## config.mk

```make
export PLATFORM = sky130hd
export DESIGN_NAME = maze_carver_backtracker_core
export DESIGN_NICKNAME = d
export VERILOG_FILES = /design/src/sv/mcb_pkg.sv /design/src/sv/mcb_ram.sv /design/src/sv/mcb_nbr.sv /design/src/sv/maze_carver_backtracker_core.sv
export VERILOG_INCLUDE_DIRS = /design/src /design/src/sv
export SDC_FILE = /design/constraint.sdc
export NUM_CORES = 1
export LEC_CHECK = 0
export ABC_CLOCK_PERIOD_IN_PS = 6500
export BUFFER_PORTS_ARGS = -buffer_cell sky130_fd_sc_hd__buf_4
export CORE_MARGIN = 8
export CORE_UTILIZATION = 45
export CTS_CLUSTER_DIAMETER = 60
export CTS_CLUSTER_SIZE = 14
export DETAILED_ROUTE_END_ITERATION = 8
export HOLD_SLACK_MARGIN = 0.1
export PLACE_DENSITY = 0.6
export SLEW_MARGIN = 25
export SYNTH_ARGS = -nofsm -noshare
export SYNTH_HDL_FRONTEND = slang
export SYNTH_HIERARCHICAL = 1
export SYNTH_SLANG_ARGS = --single-unit
```

## constraint.sdc

```tcl
create_clock -name clk -period 6.5 [get_ports clk]
set_clock_uncertainty 0.05 [all_clocks]
set_input_delay 1.3 -clock clk [delete_from_list [all_inputs] [get_ports clk]]
set_output_delay 1.3 -clock clk [all_outputs]
set_load 0.02 [all_outputs]
```

## src/sv/assert_macros.svh

```systemverilog
// Assertion macros shared by the maze carver RTL.
// Each macro samples on clk and is disabled while rst_n is low.
// Requires signals named clk and rst_n in the including module.
`ifndef ASSERT_MACROS_SVH
`define ASSERT_MACROS_SVH

// A condition that must hold at every clock edge out of reset.
`define MCB_ASSERT_ALWAYS(lbl, cond, msg) \
    lbl: assert property (@(posedge clk) disable iff (!rst_n) (cond)) \
        else $error(msg);

// A consequence that must hold in the same cycle as its trigger.
`define MCB_ASSERT_IMPLY(lbl, ante, cons, msg) \
    lbl: assert property (@(posedge clk) disable iff (!rst_n) (ante) |-> (cons)) \
        else $error(msg);

// A consequence that must hold in the cycle after its trigger.
`define MCB_ASSERT_NEXT(lbl, ante, cons, msg) \
    lbl: assert property (@(posedge clk) disable iff (!rst_n) (ante) |=> (cons)) \
        else $error(msg);

`endif

```

## src/sv/mcb_pkg.sv

```systemverilog
// Shared types and constants of the maze carver block.
// Holds the request and response structs, action codes and sequencer states.
// No dependencies.
package mcb_pkg;

    // Command codes of a request.
    localparam logic CMD_STEP = 1'b0;
    localparam logic CMD_READ = 1'b1;

    // Direction codes; each also indexes its wall bit.
    localparam logic [1:0] DIR_NORTH = 2'd0;
    localparam logic [1:0] DIR_WEST  = 2'd1;
    localparam logic [1:0] DIR_SOUTH = 2'd2;
    localparam logic [1:0] DIR_EAST  = 2'd3;

    // Cell entry layout: visited mark above four wall bits (N, W, S, E).
    localparam int          WALL_BITS = 4;
    localparam int          ENT_W     = WALL_BITS + 1;
    localparam int          ENT_VIS   = WALL_BITS;
    localparam logic [3:0]  WALLS_ALL = 4'hF;

    typedef enum logic [2:0] {
        ACT_CARVED     = 3'd0,
        ACT_BLOCKED    = 3'd1,
        ACT_BACKTRACK  = 3'd2,
        ACT_FINISHED   = 3'd3,
        ACT_DONE_AGAIN = 3'd4,
        ACT_READ_REPLY = 3'd5
    } action_t;

    typedef struct packed {
        logic       command;
        logic [1:0] direction;
        logic [2:0] cell_x;
        logic [2:0] cell_y;
    } req_t;

    typedef struct packed {
        action_t    action;
        logic [2:0] pos_x;
        logic [2:0] pos_y;
        logic       wall_north;
        logic       wall_west;
        logic       wall_south;
        logic       wall_east;
        logic       visited;
    } rsp_t;

    typedef enum logic [3:0] {
        ST_CLEAR,
        ST_IDLE,
        ST_READ_WAIT,
        ST_MARK,
        ST_SCAN,
        ST_DECIDE,
        ST_CARVE,
        ST_POP,
        ST_FETCH_ISSUE,
        ST_FETCH_WAIT,
        ST_REPORT
    } state_t;

endpackage

```

## src/sv/mcb_ram.sv

```systemverilog
// Generic single-write, single-read RAM with a registered read port.
// Used for the cell map and the trail stack. No dependencies.
module mcb_ram #(
    parameter int WIDTH = 8,
    parameter int DEPTH = 64
) (
    input  logic                     clk,
    input  logic                     we,
    input  logic [$clog2(DEPTH)-1:0] waddr,
    input  logic [WIDTH-1:0]         wdata,
    input  logic                     re,
    input  logic [$clog2(DEPTH)-1:0] raddr,
    output logic [WIDTH-1:0]         rdata
);

    logic [WIDTH-1:0] mem [DEPTH];

    // Write port.
    always_ff @(posedge clk)
    begin
        if (we)
        begin
            mem[waddr] <= wdata;
        end
    end

    // Read port, registered.
    always_ff @(posedge clk)
    begin
        if (re)
        begin
            rdata <= mem[raddr];
        end
    end

endmodule

```

## src/sv/mcb_nbr.sv

```systemverilog
// Cell addressing for the maze carver: index of the current cell and of
// its neighbor in a given direction, with an in-grid flag.
// Depends on mcb_pkg for the direction codes.
module mcb_nbr #(
    parameter int GRID_SIDE = 8,
    localparam int CW = $clog2(GRID_SIDE),
    localparam int AW = $clog2(GRID_SIDE * GRID_SIDE)
) (
    input  logic [CW-1:0] x,
    input  logic [CW-1:0] y,
    input  logic [1:0]    dir,
    output logic [AW-1:0] cur_idx,
    output logic          nb_ok,
    output logic [CW-1:0] nb_x,
    output logic [CW-1:0] nb_y,
    output logic [AW-1:0] nb_idx
);

    localparam logic [CW-1:0] LAST = CW'(GRID_SIDE - 1);

    // Step one cell in the chosen direction; stay put when that leaves the grid.
    always_comb
    begin
        nb_x  = x;
        nb_y  = y;
        nb_ok = 1'b0;
        case (dir)
            mcb_pkg::DIR_NORTH:
            begin
                nb_ok = (y != '0);
                nb_y  = y - CW'(1);
            end
            mcb_pkg::DIR_WEST:
            begin
                nb_ok = (x != '0);
                nb_x  = x - CW'(1);
            end
            mcb_pkg::DIR_SOUTH:
            begin
                nb_ok = (y != LAST);
                nb_y  = y + CW'(1);
            end
            default:
            begin
                nb_ok = (x != LAST);
                nb_x  = x + CW'(1);
            end
        endcase
        if (!nb_ok)
        begin
            nb_x = x;
            nb_y = y;
        end
    end

    // Row-major cell indexes.
    assign cur_idx = AW'(int'(y) * GRID_SIDE + int'(x));
    assign nb_idx  = AW'(int'(nb_y) * GRID_SIDE + int'(nb_x));

endmodule

```

## src/sv/maze_carver_backtracker_core.sv

```systemverilog
// Channel | Direction | Handshake             | Payload
// req     | in        | req_valid / req_ready | mcb_pkg::req_t (step or cell read)
// rsp     | out       | rsp_valid / rsp_ready | mcb_pkg::rsp_t (one per request)
//
// One request is worked on at a time. A cell read passes IDLE, READ_WAIT and REPORT; a step
// after the finish passes IDLE, FETCH_WAIT and REPORT. Other steps pass IDLE, MARK, SCAN and
// DECIDE, then REPORT directly, through CARVE, or through POP, FETCH_ISSUE and FETCH_WAIT.
// A step is one cell-map read, four neighbor reads through the single read port, then the writes.
// After reset a clearing pass writes all GRID_SIDE*GRID_SIDE map entries, one per cycle,
// before the first request is taken. A full output register stalls only the completion.
//
// Top level of the maze carver. Depends on mcb_pkg, mcb_ram, mcb_nbr and
// assert_macros.svh.
`include "assert_macros.svh"

module maze_carver_backtracker_core #(
    parameter int GRID_SIDE = 8
) (
    input  logic          clk,
    input  logic          rst_n,
    input  logic          req_valid,
    output logic          req_ready,
    input  mcb_pkg::req_t req,
    output logic          rsp_valid,
    input  logic          rsp_ready,
    output mcb_pkg::rsp_t rsp
);

    localparam int CW = $clog2(GRID_SIDE);
    localparam int NC = GRID_SIDE * GRID_SIDE;
    localparam int AW = $clog2(NC);
    localparam int DW = $clog2(NC + 1);
    localparam int SW = 2 * CW;
    localparam logic [DW-1:0] NC_D = DW'(NC);

    mcb_pkg::state_t state_reg, state_next;
    logic [AW-1:0]   clr_idx_reg, clr_idx_next;
    logic [CW-1:0]   cur_x_reg, cur_x_next;
    logic [CW-1:0]   cur_y_reg, cur_y_next;
    logic [DW-1:0]   depth_reg, depth_next;
    logic [DW-1:0]   total_reg, total_next;
    logic            finished_reg, finished_next;
    mcb_pkg::req_t   req_reg, req_next;
    logic            rd_ok_reg, rd_ok_next;
    logic [3:0]      cur_walls_reg, cur_walls_next;
    logic [3:0]      nb_walls_reg, nb_walls_next;
    logic [1:0]      scan_reg, scan_next;
    logic            ok_reg, ok_next;
    logic [3:0]      open_reg, open_next;
    mcb_pkg::action_t act_reg, act_next;
    mcb_pkg::rsp_t   res_reg, res_next;
    mcb_pkg::rsp_t   rsp_reg, rsp_next;
    logic            rsp_valid_reg, rsp_valid_next;

    // Cell map port signals.
    logic                      cm_we, cm_re;
    logic [AW-1:0]             cm_waddr, cm_raddr;
    logic [mcb_pkg::ENT_W-1:0] cm_wdata, cm_rdata;

    // Trail stack port signals; entries hold {y, x}.
    logic          st_we, st_re;
    logic [AW-1:0] st_waddr, st_raddr;
    logic [SW-1:0] st_wdata, st_rdata;

    // Addressing.
    logic [1:0]    nb_dir;
    logic [AW-1:0] cur_idx, nb_idx;
    logic          nb_ok;
    logic [CW-1:0] nb_x, nb_y;
    logic [DW-1:0] depth_dec;
    logic          rd_ok;
    logic [AW-1:0] rd_idx;
    logic [1:0]    opp_dir;

    function automatic mcb_pkg::rsp_t make_rsp(mcb_pkg::action_t act, logic [2:0] px,
                                               logic [2:0] py, logic [3:0] walls,
                                               logic vis);
        mcb_pkg::rsp_t r;
        r.action     = act;
        r.pos_x      = px;
        r.pos_y      = py;
        r.wall_north = walls[0];
        r.wall_west  = walls[1];
        r.wall_south = walls[2];
        r.wall_east  = walls[3];
        r.visited    = vis;
        return r;
    endfunction

    mcb_ram #(
        .WIDTH (mcb_pkg::ENT_W),
        .DEPTH (NC)
    ) u_cell_map (
        .clk   (clk),
        .we    (cm_we),
        .waddr (cm_waddr),
        .wdata (cm_wdata),
        .re    (cm_re),
        .raddr (cm_raddr),
        .rdata (cm_rdata)
    );

    mcb_ram #(
        .WIDTH (SW),
        .DEPTH (NC)
    ) u_trail (
        .clk   (clk),
        .we    (st_we),
        .waddr (st_waddr),
        .wdata (st_wdata),
        .re    (st_re),
        .raddr (st_raddr),
        .rdata (st_rdata)
    );

    mcb_nbr #(
        .GRID_SIDE (GRID_SIDE)
    ) u_nbr (
        .x       (cur_x_reg),
        .y       (cur_y_reg),
        .dir     (nb_dir),
        .cur_idx (cur_idx),
        .nb_ok   (nb_ok),
        .nb_x    (nb_x),
        .nb_y    (nb_y),
        .nb_idx  (nb_idx)
    );

    // Neighbor direction: the scan walks N, W, S, E; otherwise the request's choice.
    always_comb
    begin
        case (state_reg)
            mcb_pkg::ST_MARK: nb_dir = mcb_pkg::DIR_NORTH;
            mcb_pkg::ST_SCAN: nb_dir = scan_reg + 2'd1;
            default:          nb_dir = req_reg.direction;
        endcase
    end

    assign depth_dec = depth_reg - DW'(1);
    assign opp_dir   = req_reg.direction ^ 2'b10;
    assign rd_ok     = (int'(req.cell_x) < GRID_SIDE) && (int'(req.cell_y) < GRID_SIDE);
    assign rd_idx    = rd_ok ? AW'(int'(req.cell_y) * GRID_SIDE + int'(req.cell_x)) : cur_idx;

    // Sequencer: next state, memory controls and register updates.
    always_comb
    begin
        state_next     = state_reg;
        clr_idx_next   = clr_idx_reg;
        cur_x_next     = cur_x_reg;
        cur_y_next     = cur_y_reg;
        depth_next     = depth_reg;
        total_next     = total_reg;
        finished_next  = finished_reg;
        req_next       = req_reg;
        rd_ok_next     = rd_ok_reg;
        cur_walls_next = cur_walls_reg;
        nb_walls_next  = nb_walls_reg;
        scan_next      = scan_reg;
        ok_next        = ok_reg;
        open_next      = open_reg;
        act_next       = act_reg;
        res_next       = res_reg;
        rsp_next       = rsp_reg;
        rsp_valid_next = rsp_valid_reg && !rsp_ready;
        req_ready      = 1'b0;

        cm_we    = 1'b0;
        cm_waddr = cur_idx;
        cm_wdata = {1'b1, cur_walls_reg};
        cm_re    = 1'b0;
        cm_raddr = cur_idx;
        st_we    = 1'b0;
        st_waddr = depth_reg[AW-1:0];
        st_wdata = {cur_y_reg, cur_x_reg};
        st_re    = 1'b0;
        st_raddr = depth_dec[AW-1:0];

        case (state_reg)
            // Sweep the cell map to no walls removed, nothing visited.
            mcb_pkg::ST_CLEAR:
            begin
                cm_we        = 1'b1;
                cm_waddr     = clr_idx_reg;
                cm_wdata     = {1'b0, mcb_pkg::WALLS_ALL};
                clr_idx_next = clr_idx_reg + AW'(1);
                if (clr_idx_reg == AW'(NC - 1))
                begin
                    state_next = mcb_pkg::ST_IDLE;
                end
            end

            // Take a request and issue the first cell-map read.
            mcb_pkg::ST_IDLE:
            begin
                req_ready = 1'b1;
                if (req_valid)
                begin
                    req_next = req;
                    cm_re    = 1'b1;
                    if (req.command == mcb_pkg::CMD_READ)
                    begin
                        rd_ok_next = rd_ok;
                        cm_raddr   = rd_idx;
                        state_next = mcb_pkg::ST_READ_WAIT;
                    end
                    else if (finished_reg)
                    begin
                        act_next   = mcb_pkg::ACT_DONE_AGAIN;
                        state_next = mcb_pkg::ST_FETCH_WAIT;
                    end
                    else
                    begin
                        state_next = mcb_pkg::ST_MARK;
                    end
                end
            end

            // Cell read reply; cells outside the grid report all walls standing.
            mcb_pkg::ST_READ_WAIT:
            begin
                res_next = make_rsp(mcb_pkg::ACT_READ_REPLY, req_reg.cell_x, req_reg.cell_y,
                                    rd_ok_reg ? cm_rdata[3:0] : mcb_pkg::WALLS_ALL,
                                    rd_ok_reg && cm_rdata[mcb_pkg::ENT_VIS]);
                state_next = mcb_pkg::ST_REPORT;
            end

            // Mark the current cell visited and start the neighbor scan.
            mcb_pkg::ST_MARK:
            begin
                cur_walls_next = cm_rdata[3:0];
                if (!cm_rdata[mcb_pkg::ENT_VIS])
                begin
                    cm_we      = 1'b1;
                    cm_wdata   = {1'b1, cm_rdata[3:0]};
                    total_next = total_reg + DW'(1);
                end
                cm_re      = 1'b1;
                cm_raddr   = nb_idx;
                ok_next    = nb_ok;
                scan_next  = mcb_pkg::DIR_NORTH;
                state_next = mcb_pkg::ST_SCAN;
            end

            // Collect one neighbor per cycle while issuing the next read.
            mcb_pkg::ST_SCAN:
            begin
                open_next[scan_reg] = ok_reg && !cm_rdata[mcb_pkg::ENT_VIS];
                if (scan_reg == req_reg.direction)
                begin
                    nb_walls_next = cm_rdata[3:0];
                end
                if (scan_reg == mcb_pkg::DIR_EAST)
                begin
                    state_next = mcb_pkg::ST_DECIDE;
                end
                else
                begin
                    cm_re     = 1'b1;
                    cm_raddr  = nb_idx;
                    ok_next   = nb_ok;
                    scan_next = scan_reg + 2'd1;
                end
            end

            // Finish, backtrack, carve or report a blocked choice.
            mcb_pkg::ST_DECIDE:
            begin
                if (open_reg == 4'b0000)
                begin
                    if (total_reg >= NC_D)
                    begin
                        finished_next = 1'b1;
                        res_next = make_rsp(mcb_pkg::ACT_FINISHED, 3'(cur_x_reg),
                                            3'(cur_y_reg), cur_walls_reg, 1'b1);
                        state_next = mcb_pkg::ST_REPORT;
                    end
                    else if (depth_reg != '0)
                    begin
                        st_re      = 1'b1;
                        depth_next = depth_dec;
                        state_next = mcb_pkg::ST_POP;
                    end
                    else
                    begin
                        res_next = make_rsp(mcb_pkg::ACT_BACKTRACK, 3'(cur_x_reg),
                                            3'(cur_y_reg), cur_walls_reg, 1'b1);
                        state_next = mcb_pkg::ST_REPORT;
                    end
                end
                else if (open_reg[req_reg.direction])
                begin
                    cm_we    = 1'b1;
                    cm_wdata = {1'b1, cur_walls_reg & ~(4'b0001 << req_reg.direction)};
                    if (depth_reg < NC_D)
                    begin
                        st_we      = 1'b1;
                        depth_next = depth_reg + DW'(1);
                    end
                    state_next = mcb_pkg::ST_CARVE;
                end
                else
                begin
                    res_next = make_rsp(mcb_pkg::ACT_BLOCKED, 3'(cur_x_reg),
                                        3'(cur_y_reg), cur_walls_reg, 1'b1);
                    state_next = mcb_pkg::ST_REPORT;
                end
            end

            // Open the neighbor's facing wall and move into it.
            mcb_pkg::ST_CARVE:
            begin
                cm_we      = 1'b1;
                cm_waddr   = nb_idx;
                cm_wdata   = {1'b0, nb_walls_reg & ~(4'b0001 << opp_dir)};
                cur_x_next = nb_x;
                cur_y_next = nb_y;
                res_next = make_rsp(mcb_pkg::ACT_CARVED, 3'(nb_x), 3'(nb_y),
                                    nb_walls_reg & ~(4'b0001 << opp_dir), 1'b0);
                state_next = mcb_pkg::ST_REPORT;
            end

            // Popped cell becomes current.
            mcb_pkg::ST_POP:
            begin
                cur_x_next = st_rdata[CW-1:0];
                cur_y_next = st_rdata[SW-1:CW];
                act_next   = mcb_pkg::ACT_BACKTRACK;
                state_next = mcb_pkg::ST_FETCH_ISSUE;
            end

            mcb_pkg::ST_FETCH_ISSUE:
            begin
                cm_re      = 1'b1;
                state_next = mcb_pkg::ST_FETCH_WAIT;
            end

            // Report the current cell as it stands in the map.
            mcb_pkg::ST_FETCH_WAIT:
            begin
                res_next = make_rsp(act_reg, 3'(cur_x_reg), 3'(cur_y_reg),
                                    cm_rdata[3:0], cm_rdata[mcb_pkg::ENT_VIS]);
                state_next = mcb_pkg::ST_REPORT;
            end

            // Hand the result to the output register once it is free.
            mcb_pkg::ST_REPORT:
            begin
                if (!rsp_valid_reg || rsp_ready)
                begin
                    rsp_next       = res_reg;
                    rsp_valid_next = 1'b1;
                    state_next     = mcb_pkg::ST_IDLE;
                end
            end

            default:
            begin
                state_next = mcb_pkg::ST_IDLE;
            end
        endcase
    end

    // State register.
    always_ff @(posedge clk or negedge rst_n)
    begin
        if (!rst_n)
        begin
            state_reg <= mcb_pkg::ST_CLEAR;
        end
        else
        begin
            state_reg <= state_next;
        end
    end

    // Control registers.
    always_ff @(posedge clk or negedge rst_n)
    begin
        if (!rst_n)
        begin
            clr_idx_reg   <= '0;
            cur_x_reg     <= '0;
            cur_y_reg     <= '0;
            depth_reg     <= '0;
            total_reg     <= '0;
            finished_reg  <= 1'b0;
            rsp_valid_reg <= 1'b0;
        end
        else
        begin
            clr_idx_reg   <= clr_idx_next;
            cur_x_reg     <= cur_x_next;
            cur_y_reg     <= cur_y_next;
            depth_reg     <= depth_next;
            total_reg     <= total_next;
            finished_reg  <= finished_next;
            rsp_valid_reg <= rsp_valid_next;
        end
    end

    // Payload and scratch registers.
    always_ff @(posedge clk)
    begin
        req_reg       <= req_next;
        rd_ok_reg     <= rd_ok_next;
        cur_walls_reg <= cur_walls_next;
        nb_walls_reg  <= nb_walls_next;
        scan_reg      <= scan_next;
        ok_reg        <= ok_next;
        open_reg      <= open_next;
        act_reg       <= act_next;
        res_reg       <= res_next;
        rsp_reg       <= rsp_next;
    end

    assign rsp_valid = rsp_valid_reg;
    assign rsp       = rsp_reg;

    // Checks on the trail, the finish and the carve; a push happens only in the decide state.
    `MCB_ASSERT_ALWAYS(a_depth_range, depth_reg <= NC_D, "trail depth beyond cell count")
    `MCB_ASSERT_IMPLY(a_finish_total, finished_reg, total_reg == NC_D, "finished early")
    `MCB_ASSERT_IMPLY(a_carve_in_grid, state_reg == mcb_pkg::ST_CARVE, nb_ok, "carve off grid")
    `MCB_ASSERT_NEXT(a_push_depth, st_we, depth_reg == $past(depth_reg) + DW'(1), "push lost")

endmodule
```

==> results of run 1 <==
critical path: cells and delay by family (launching register included):
kind                       cells  cell delay [ns]
muxes                          2             0.72
adders and majority gates      1             0.23
buffers and inverters          1             0.59
DFF                            1             0.69
xor gates and xnor gates       1             0.16
and+or+nand+nor                7             1.78
AOI/OAI and AO/OA              5             1.24
through the flow:
stage	instance area [um^2]	hold WS [ns]	std cells
global route	36400	0.363	2864
finish	36400	0.345	2864
global placement	34200	0.357	2750
CTS	36400	0.349	2864
detailed placement	34200	0.355	2750
floorplan	33100	0.350	1840
cell usage in the layout (no fill, tap or decap), drive strengths merged, types with 7 or more instances in the layout:
cell type	synthesis	routed
o21ai	45	45
inv	24	28
a22oi	29	29
nand2b	19	19
nor4	9	9
mux2	13	13
nand2	76	76
dfrtp	32	32
mux4	173	173
and3	10	10
nand4	12	12
mux2i	47	47
nand3b	10	10
nand3	30	30
buf	77	67
o221ai	12	12
nor2b	25	25
xnor2	15	15
o22ai	23	23
clkinv	0	13
edfxtp	768	768
o22a	7	7
clkbuf	39	92
nor3	23	23
ha	10	10
a211oi	15	15
xor2	7	7
nor2	170	170
a21oi	42	42
metal layers:
layer  share of wire  up-vias  global-route usage  wire length (um)
met1            0.43     8856               0.251             31700
met4           0.023        0              0.0506              1660
met5               0        -                   0                 0
met2            0.48      609               0.280             35100
met3           0.066      113              0.0325              4830
li1                -     7431                   -                 -
report_power, final:
group | switching, mW | total [mW] | internal (mW)
sequential | 0.0000000000000000134 | 5.56 | 5.56
combinational | 0.00919 | 0.0143 | 0.00506
clock | 1.87 | 4.14 | 2.26
total | 1.88 | 9.71 | 7.83
layout make-up:
class	instances	area [um^2]
Fill cell	5898	36400
Sequential cell	800	23900
Multi-Input combinational cell	900	8480
Clock buffer	92	1950
Tap cell	959	1200
Timing Repair Buffer	67	528
Clock inverter	22	278
Inverter	24	101
worst paths after layout:
| check | from | endpoint | depth (start not counted) |
|---|---|---|---|
| min in group asynchronous | rst_n | state_reg[3]$_DFFE_PN0P_ | 1 |
| max in group asynchronous | rst_n | cur_y_reg[0]$_DFFE_PN0P_ | 1 |
| setup / recovery | state_reg[2]$_DFFE_PN0P_ | u_cell_map/rdata[0]$_DFFE_PP_ | 17 |
| setup reg to reg | state_reg[2]$_DFFE_PN0P_ | u_cell_map/rdata[0]$_DFFE_PP_ | 17 |
| hold / removal | res_reg[10]$_DFFE_PP_ | rsp[10]$_DFFE_PP_ | 0 |
| hold reg to reg | res_reg[10]$_DFFE_PP_ | rsp[10]$_DFFE_PP_ | 0 |
kinds of logic (layout without fill, tap and decap cells):
| group | Yosys count | in the layout |
|---|---|---|
| xor gates and xnor gates | 22 | 22 |
| muxes | 233 | 233 |
| and+or+nand+nor | 417 | 417 |
| DFF | 800 | 800 |
| buffers and inverters | 140 | 205 |
| AOI/OAI and AO/OA | 217 | 217 |
| adders and majority gates | 11 | 11 |
synthesized netlist by cell type (12+ instances only):
master    instances  area (um^2)
mux4_2          164         3690
mux2_2           13          146
xnor2_1          15          131
o221ai_1         12          105
nand4_1          12         75.1
nor2_1          169          634
nor2b_1          25          156
mux2i_1          47          470
o21ai_0          34          170
clkbuf_1         38          143
o22ai_1          23          144
edfxtp_1        768        23100
nor3_1           23          115
buf_2            36          180
nand2_1          76          285
inv_1            24         90.1
buf_4            21          158
a21oi_1          41          205
a22oi_1          27          203
nand3_1          30          150
dfrtp_1          32          801
nand2b_1         19          119
a211oi_1         15          113
==> results.md, run 1 <==
- Status: finished clean
- Warnings, synthesis: 6
- Max Transition Viols Final: 0
- Final setup vio count: 0
- Core Util, Final: 0.500
- Max-cap viol count: 0
- Drt drc: 0
- Final worst path period share: 0.887
- Leading register cell type out of synthesis: edfxtp_1
- Element type at the critical path end: flop
- Clock-pin slew on the worst setup and hold paths: 0.07 ns
- Vias post-DR: about 17000
- Post-DP HPWL: approximately 46 mm
- Site row count: 99
- Die Y: ~290 um
- Peak per-stage delay on the critical path: 0.69 ns
- Worst-path maximum fanout: 30
- Synth cell types: 80
- Die Outline Area: between 80000 and 90000 um^2
- Post-synth ARST share: 0.0400
- Post-CTS Setup Inserts: 0
- Detail Route Antenna Nets: 0
- WL/cell: approximately 26 um
- Setup TNS: 0 ns
- Worst path slowest cell: dfrtp_1
- Starting Density: 0.454
- DP Worst Slack: around 0.86 ns
- WP data required: a little under 7 ns
- Total Power: 9.71 mW
- First-pass GRT wire length: 111 mm
- Min Clock Period, post-route: around 5.8 ns
- Clock Tree Buf Depth: 3
- Syn_area_per_cell: between 15 and 20 um^2
- Synth Area in Compound Gates: 0.0454
- Final nets: approximately 1900
- Ratio of cells with drive above 1 in the final layout: 0.203
- Reg2Reg Setup Slack: 0.74 ns
- CTS Buf Count: 73
- Xor/xnor share of the synthesized area: 0.00583
- Residual overflow from global routing: 0
- Achievable frequency: 174 MHz
- Clk sinks: 800
- Root buf cell: clkbuf_16
- Core area: approximately 73000 um^2
- Largest net degree at the start of global routing: roughly 80
- Biggest register: u_trail/mem
- RSZ-0062 raised after global routing: false
- Regs by FF count: u_trail/mem: 384 flops, u_cell_map/mem: 320 flops
- Port Buf Inserts: 28
- Hold Vio Cnt, Final: 0
- Final WS setup: 0.737 ns
- Syn nets: around 1900
- Mapped cell area: ~33000 um^2
- IR drop worst, VDD: 0.202 mV
- Sequential area share after synthesis: 0.722
- Post-CTS Resized: 0
- CTS tree: yes
- Worst-skew pair later-pin latency: 0.63 ns
- Largest family of logic cells by synthesized area: multiplexers
- Slew margin rel.: 0.349
- ANT cells: 0
- Type of the worst setup path: flop to flop
- GRT Total Usage: 0.177
- Vias/cell: between 5 and 6
- Vias in the first global route: 17200
- Startpoint Class: flop
- Power Dens Cells: about 270 nW/um^2
- Critical-path cell list: nor2b_1 -> nand2_1 -> nor2_1 -> a21o_1 -> nand2b_1 -> xnor2_1 -> ha_1 -> and2_1 -> o2111a_1 -> a21oi_1 -> a222oi_1 -> inv_2 -> mux4_2 -> mux2i_1 -> nor2_1 -> nor4_1 -> a21oi_1
- Max reg flops: ~380
- Post-Synth Adder-Cell Area: 0.00439
- CTS H-tree depth: 3
- Pleak: 9.59 nW
- DRT Pass-1 Iters: 6
- Mux cell area share after synthesis: 0.137
- Syn Inst Count: 1840
- Initial antenna violation count: 0
- CTS Hold Bufs: 0
- Placer Congestion: 0.862
- WL final: 73.2 mm
- Yosys reg bits: 800
- Worst hold path class: flop to flop
- Area Growth Syn to Fin: 10.1%
- Simple-Gate Fraction of Synth Area: 0.0611
- Worst Tran Pin Value: roughly 1 ns
- Initial detailed-routing violation count: a little under 2000
- Post-synth EDFFs: about 770
- Die width: 287 um
- Num ports: 29
- Critical path arrival: between 6 and 7 ns
(Power assumes the default switching activity.)
==> inputs of run 2 (changes only) <==
--- a/config.mk
+++ b/config.mk
@@ -14,7 +14,7 @@
 export CTS_CLUSTER_SIZE = 14
 export DETAILED_ROUTE_END_ITERATION = 8
 export HOLD_SLACK_MARGIN = 0.1
-export PLACE_DENSITY = 0.6
+export PLACE_DENSITY = 0.58
 export SLEW_MARGIN = 25
 export SYNTH_ARGS = -nofsm -noshare
 export SYNTH_HDL_FRONTEND = slang
==> results.md, run 2 (synthesis gave the netlist of run 1 again) <==
- Area post-placement: 34200 um^2 (about the same)
- Startpoint Class: flop
- CTS tree: yes
- WP data required: 6.79 ns (about the same)
- Die Outline Area: 82400 um^2 (unchanged)
- Area Growth Syn to Fin: 9.73%
- Core area: 72800 um^2 (unchanged)
- CTS Buf Count: 71 (-2.7%)
- Vias/cell: 5.98 (+0.66%)
- Biggest register: u_trail/mem
- Post-CTS Resized: 0 (unchanged)
- Clock Tree Buf Depth: 3 (unchanged)
- Clk sinks: 800 (unchanged)
- Element type at the critical path end: flop
- Pleak: 9.54 nW (-0.51%)
- DRT Pass-1 Iters: 9 (+3)
- Detail Route Antenna Nets: 0 (unchanged)
- CTS H-tree depth: 3 (unchanged)
- CTS Hold Bufs: 0 (unchanged)
- Regs by FF count: u_trail/mem: 384 flops, u_cell_map/mem: 320 flops
- Most common cell after layout, fill and taps aside: edfxtp_1
- IR drop worst, VDD: 0.179 mV (-11%)
- Most frequent cells in the layout: 768 x edfxtp_1, 167 x nor2_1, 164 x mux4_2, 76 x nand2_1, 74 x clkbuf_16
- Achievable frequency: 169 MHz (-2.5%)
- Clock-pin slew on the worst setup and hold paths: 0.06 ns (about the same)
- ANT cells: 0 (unchanged)
- Ratio of cells with drive above 1 in the final layout: 0.201 (-0.00199)
- Max reg flops: 384 (unchanged)
- Initial antenna violation count: 0 (unchanged)
- Die Y: 287 um (unchanged)
- CP Buf/Inv Count: 2 (+1)
- Initial detailed-routing violation count: 1746 (-9.3%)
- Critical-path cell list: nor2b_1 -> nand2_1 -> nor2_1 -> a21o_1 -> nand2b_1 -> xnor2_1 -> ha_1 -> nor4b_2 -> o21ai_0 -> a21oi_1 -> a222oi_1 -> inv_2 -> buf_4 -> mux4_2 -> mux2i_1 -> a22oi_1 -> a21oi_1 -> a21oi_1
- Worst hold path class: flop to flop
- Placer Congestion: 0.870 (+0.92%)
- Worst-skew pair later-pin latency: 0.62 ns (about the same)
- Vias in the first global route: 17000 (-0.97%)
- Post-DP HPWL: 46.4 mm (+1.6%)
- GRT Total Usage: 0.176 (-0.00141)
- Starting Density: 0.454 (unchanged)
- Top cell by count, worst path: a21oi_1
- Top Family by Delay on Critical Path: compound AO/OA/AOI/OAI gates
- Worst Tran Pin Value: 1.02 ns (+0.0441 ns)
- Drt drc: 0 (unchanged)
- Type of the worst setup path: flop to flop
- Port Buf Inserts: 28 (unchanged)
- Worst path slowest cell: dfrtp_1
- Min Clock Period, post-route: 5.91 ns (+0.146 ns)
- Post-CTS Setup Inserts: 0 (unchanged)
- Peak per-stage delay on the critical path: 0.69 ns (about the same)
- Hold Vio Cnt, Final: 0 (unchanged)
- WL final: 73.1 mm (-0.19%)
- Max Transition Viols Final: 0 (unchanged)
- Design area: 36300 um^2 (-0.33%)
- Final nets: 1886 (-0.21%)
- Largest net degree at the start of global routing: 79 (+1.3%)
- WL/cell: 25.6 um (about the same)
- Max-cap viol count: 0 (unchanged)
- Site row count: 99 (unchanged)
- Num ports: 29 (unchanged)
- Final setup vio count: 0 (unchanged)
- Status: finished clean
- Layout fillers: 5926 (+0.47%)
- Worst-path maximum fanout: 33 (+10%)
- Root buf cell: clkbuf_16
- First-pass GRT wire length: 110 mm (-1.1%)
- Power Dens Cells: 262 nW/um^2 (-1.8%)
- Vias post-DR: 17100 (+0.45%)
- Critical path arrival: 6.20 ns (+0.14 ns)
- Setup TNS: 0 ns (unchanged)
- Final worst path period share: 0.909 (+0.0224)
- Die width: 287 um (unchanged)
- Slew margin rel.: 0.315 (-0.0343)
- Residual overflow from global routing: 0 (unchanged)
- RSZ-0062 raised after global routing: false
==> run 2: changes by cell type in the layout (fill, tap and decap cells not counted), moves of 2 or more <==
cell       previous run  this run
bufinv_16             3         0
clkinv_2              3         5
buf_4                65        63
inv_6                 6         3
inv_8                 0         2
clkinv_4              4         2
==> run 2: worst reg2reg max path, cell delays in order (launching register included) <==
cell,delay (ns)
dfrtp_1,0.69
nor2b_1,0.52
nand2_1,0.26
nor2_1,0.21
a21o_1,0.45
nand2b_1,0.14
xnor2_1,0.15
ha_1,0.22
nor4b_2,0.26
o21ai_0,0.15
a21oi_1,0.38
a222oi_1,0.14
inv_2,0.66
buf_4,0.42
mux4_2,0.34
mux2i_1,0.19
a22oi_1,0.14
a21oi_1,0.22
a21oi_1,0.06
==> run 2: power by group <==
part / internal [mW] / leakage, nW / switching, mW
combinational: 0.00506 / 2.72 / 0.00955
sequential: 5.56 / 5.80 / 0.0000000000000000159
clock: 2.12 / 1.03 / 1.81
==> run 2: layout make-up <==
| class | instances | area, um^2 | share of cell area |
|---|---|---|---|
| Timing Repair Buffer | 65 | 513 | 0.0141 |
| Sequential cell | 800 | 23900 | 0.658 |
| Clock inverter | 17 | 171 | 0.00472 |
| Clock buffer | 93 | 1940 | 0.0535 |
| Tap cell | 959 | 1200 | 0.0331 |
| Inverter | 24 | 98.8 | 0.00272 |
| Multi-Input combinational cell | 900 | 8490 | 0.234 |
==> run 2: metal layers <==
metal / vias up / part of all wire / wire length (um) / track usage
met5: - / 0 / 0 / 0
met2: 606 / 0.48 / 34800 / 0.279
met1: 8937 / 0.44 / 32300 / 0.253
li1: 7433 / - / - / -
met3: 110 / 0.060 / 4400 / 0.0295
met4: 0 / 0.022 / 1640 / 0.0452
==> run 2: stage by stage <==
step,util,total power [mW],setup slack (ns),hold WS [ns],instances
6_report,0.498,9.51,0.591,0.368,2858
5_1_grt,0.498,9.78,0.287,0.377,2858
4_1_cts,0.498,9.61,0.792,0.371,2858
3_5_place_dp,0.469,5.69,0.837,0.355,2748
3_3_place_gp,0.469,5.69,1.07,0.351,2748
2_1_floorplan,-,5.67,2.08,0.350,1840
==> run 2: path summary, 6_finish.rpt <==
path	start	endpoint	slack, ns	cells past startpoint
worst max-delay path	state_reg[2]$_DFFE_PN0P_	u_cell_map/rdata[0]$_DFFE_PP_	0.59	18
worst min-delay path	res_reg[4]$_DFFE_PP_	rsp[4]$_DFFE_PP_	0.37	0
worst max register to register	state_reg[2]$_DFFE_PN0P_	u_cell_map/rdata[0]$_DFFE_PP_	0.59	18
worst min register to register	res_reg[4]$_DFFE_PP_	rsp[4]$_DFFE_PP_	0.37	0
max in group asynchronous	rst_n	cur_x_reg[2]$_DFFE_PN0P_	5.43	1
min in group asynchronous	rst_n	finished_reg$_DFFE_PN0P_	0.59	1
==> inputs of run 3 (changes only) <==
--- a/config.mk
+++ b/config.mk
@@ -8,13 +8,15 @@
 export LEC_CHECK = 0
 export ABC_CLOCK_PERIOD_IN_PS = 6500
 export BUFFER_PORTS_ARGS = -buffer_cell sky130_fd_sc_hd__buf_4
+export CELL_PAD_IN_SITES_DETAIL_PLACEMENT = 0
+export CELL_PAD_IN_SITES_GLOBAL_PLACEMENT = 1
 export CORE_MARGIN = 8
 export CORE_UTILIZATION = 45
 export CTS_CLUSTER_DIAMETER = 60
 export CTS_CLUSTER_SIZE = 14
 export DETAILED_ROUTE_END_ITERATION = 8
 export HOLD_SLACK_MARGIN = 0.1
-export PLACE_DENSITY = 0.58
+export PLACE_DENSITY = 0.65
 export SLEW_MARGIN = 25
 export SYNTH_ARGS = -nofsm -noshare
 export SYNTH_HDL_FRONTEND = slang
==> results.md, run 3 (synthesis gave the netlist of run 1 again) <==
- Pleak: 9.48 nW (-0.63%)
- Reg2reg path depth: 19 (+1)
- CP Buf/Inv Count: 3 (+1)
- Clock Tree Buf Depth: 3 (unchanged)
- Core area: 72800 um^2 (unchanged)
- Ratio of cells with drive above 1 in the final layout: 0.198 (-0.00275)
- Startpoint Class: flop
- Fin Hold WS: 0.371 ns (+0.00246 ns)
- Top cell by count, worst path: a21oi_1
- Most frequent cells in the layout: 768 x edfxtp_1, 167 x nor2_1, 164 x mux4_2, 76 x nand2_1, 70 x clkbuf_16
- Port Buf Inserts: 28 (unchanged)
- Type of the worst setup path: flop to flop
- CTS Buf Count: 69 (-2.8%)
- Element type at the critical path end: flop
- Initial detailed-routing violation count: 1619 (-7.3%)
- Max reg flops: 384 (unchanged)
- DRT Pass-1 Iters: 6 (-3)
- Num ports: 29 (unchanged)
- Critical path arrival: 6.01 ns (-0.19 ns)
- Die Y: 287 um (unchanged)
- Clk sinks: 800 (unchanged)
- Worst-skew pair later-pin latency: 0.61 ns (about the same)
- First-pass GRT wire length: 112 mm (+1.8%)
- WP data required: 6.78 ns (about the same)
- Switch Pwr: 1.78 mW (-2.4%)
- Largest net degree at the start of global routing: 78 (-1.3%)
- Switching Fraction: 0.190 (-0.00178)
- Root buf cell: clkbuf_16
- WL final: 74.0 mm (+1.2%)
- Status: finished clean
- DP Worst Slack: 0.868 ns (+0.0309 ns)
- CTS H-tree depth: 3 (unchanged)
- Area Growth Syn to Fin: 9.34%
- Drt drc: 0 (unchanged)
- Reg power frac: 0.594 (+0.009)
- Final std cells w/o fill: 2849 (-0.31%)
- Starting Density: 0.454 (unchanged)
- Layout fillers: 5963 (+0.62%)
- Site row count: 99 (unchanged)
- RSZ-0062 raised after global routing: false
- Worst path slowest cell: inv_2
- Total Power: 9.37 mW (-1.5%)
- Most common cell after layout, fill and taps aside: edfxtp_1
- Max-cap viol count: 0 (unchanged)
- Die width: 287 um (unchanged)
- Clk pwr share: 0.405 (-0.009)
- GRT Total Usage: 0.179 (+0.00327)
- Initial antenna violation count: 0 (unchanged)
- Slew margin rel.: 0.341 (+0.0268)
- Vias/cell: 5.94 (-0.58%)
- CTS tree: yes
- Flip-flop and latch area: 23900 um^2 (unchanged)
- CTS Hold Bufs: 0 (unchanged)
- Core Util, Final: 0.497 (-0.00174)
- Power Dens Cells: 259 nW/um^2 (-1.1%)
- Regs by FF count: u_trail/mem: 384 flops, u_cell_map/mem: 320 flops
- ANT cells: 0 (unchanged)
- Detail Route Antenna Nets: 0 (unchanged)
- Vias post-DR: 16900 (-0.90%)
- Vias in the first global route: 17200 (+1.3%)
- Design area: 36200 um^2 (-0.35%)
- Die Outline Area: 82400 um^2 (unchanged)
- Placer Congestion: 0.840 (-3.4%)
- Post-CTS Setup Inserts: 0 (unchanged)
- Min Clock Period, post-route: 5.72 ns (-0.186 ns)
- Placed cells: 2749 (+0.036%)
- Combinational group share of total power: 0.001 (about the same)
- Clock-pin slew on the worst setup and hold paths: 0.07 ns (about the same)
- Critical-path cell list: nor2_1 -> nand3_1 -> inv_1 -> a21oi_1 -> a21o_1 -> nand2b_1 -> xnor2_1 -> ha_1 -> and2_1 -> o2111a_1 -> a21oi_1 -> a222oi_1 -> inv_2 -> buf_4 -> mux4_2 -> mux2i_1 -> a22oi_1 -> a21oi_1 -> a21oi_1
- Top Family by Delay on Critical Path: compound AO/OA/AOI/OAI gates
- WL/cell: 26.0 um (+1.5%)
- P_int: 7.59 mW (-1.3%)
- Final setup vio count: 0 (unchanged)
- Worst-path maximum fanout: 34 (+3.0%)
- Final WS setup: 0.777 ns (+0.186 ns)
- Worst Tran Pin Value: 0.986 ns (-0.0345 ns)
- Hold Path Cell Cnt: 0 (unchanged)
- Area of the multi-input gates: 8500 um^2 (about the same)
- Hold Vio Cnt, Final: 0 (unchanged)
- Achievable frequency: 175 MHz (+3.2%)
- Final worst path period share: 0.880 (-0.0285)
- Post-CTS Resized: 0 (unchanged)
- Residual overflow from global routing: 0 (unchanged)
- Post-DP HPWL: 46.5 mm (+0.28%)
- Max Transition Viols Final: 0 (unchanged)
- Peak per-stage delay on the critical path: 0.73 ns (+0.04 ns)
- Setup TNS: 0 ns (unchanged)
- Area post-placement: 34200 um^2 (about the same)
- IR drop worst, VDD: 0.211 mV (+18%)
- Final nets: 1885 (-0.053%)
- CP Depth: 19 (+1)
- Biggest register: u_trail/mem
- Worst hold path class: flop to flop
-- run 3: cell count changes in the layout (fill, tap and decap cells not counted), moves of 2 or more --
cell       before  now
clkinv_2        5    3
clkinv_4        2    0
buf_4          63   65
clkbuf_1       17   15
clkbuf_16      74   70
clkbuf_8        2    0
inv_6           3    7
inv_8           2    0
-- run 3: worst paths after layout --
check	startpoint	to	slack (ns)
max	state_reg[2]$_DFFE_PN0P_	u_cell_map/rdata[4]$_DFFE_PP_	0.78
min in group asynchronous	rst_n	depth_reg[2]$_DFFE_PN0P_	0.59
min	res_reg[11]$_SDFFCE_PP1P_	rsp[11]$_DFFE_PP_	0.37
min reg2reg	res_reg[11]$_SDFFCE_PP1P_	rsp[11]$_DFFE_PP_	0.37
max in group asynchronous	rst_n	cur_x_reg[2]$_DFFE_PN0P_	5.43
max reg2reg	state_reg[2]$_DFFE_PN0P_	u_cell_map/rdata[4]$_DFFE_PP_	0.78
-- run 3: cell type report --
type,count,area share
repair buffers,66,0.0140
inverters,24,0.00280
clock buffers,85,0.0500
clock inverters,15,0.00491
multi-input cells,900,0.235
flip-flops and latches,800,0.660
well taps,959,0.0332
-- run 3: per-layer routing --
metal | up-vias | track usage | wire, um
li1 | 7424 | - | -
met1 | 8897 | 0.263 | 33400
met2 | 533 | 0.281 | 34900
met3 | 79 | 0.0298 | 4680
met4 | 0 | 0.0382 | 992
met5 | - | 0 | 0
-- run 3: power by group through the flow --
stage / combinational (mW) / clock, mW / sequential (mW)
after floorplan: 0.000741 / 0 / 5.67
after global placement: 0.0144 / 0 / 5.67
after detailed placement: 0.0144 / 0 / 5.67
after CTS: 0.0144 / 3.90 / 5.56
after global routing: 0.0156 / 4.09 / 5.56
final: 0.0140 / 3.79 / 5.56
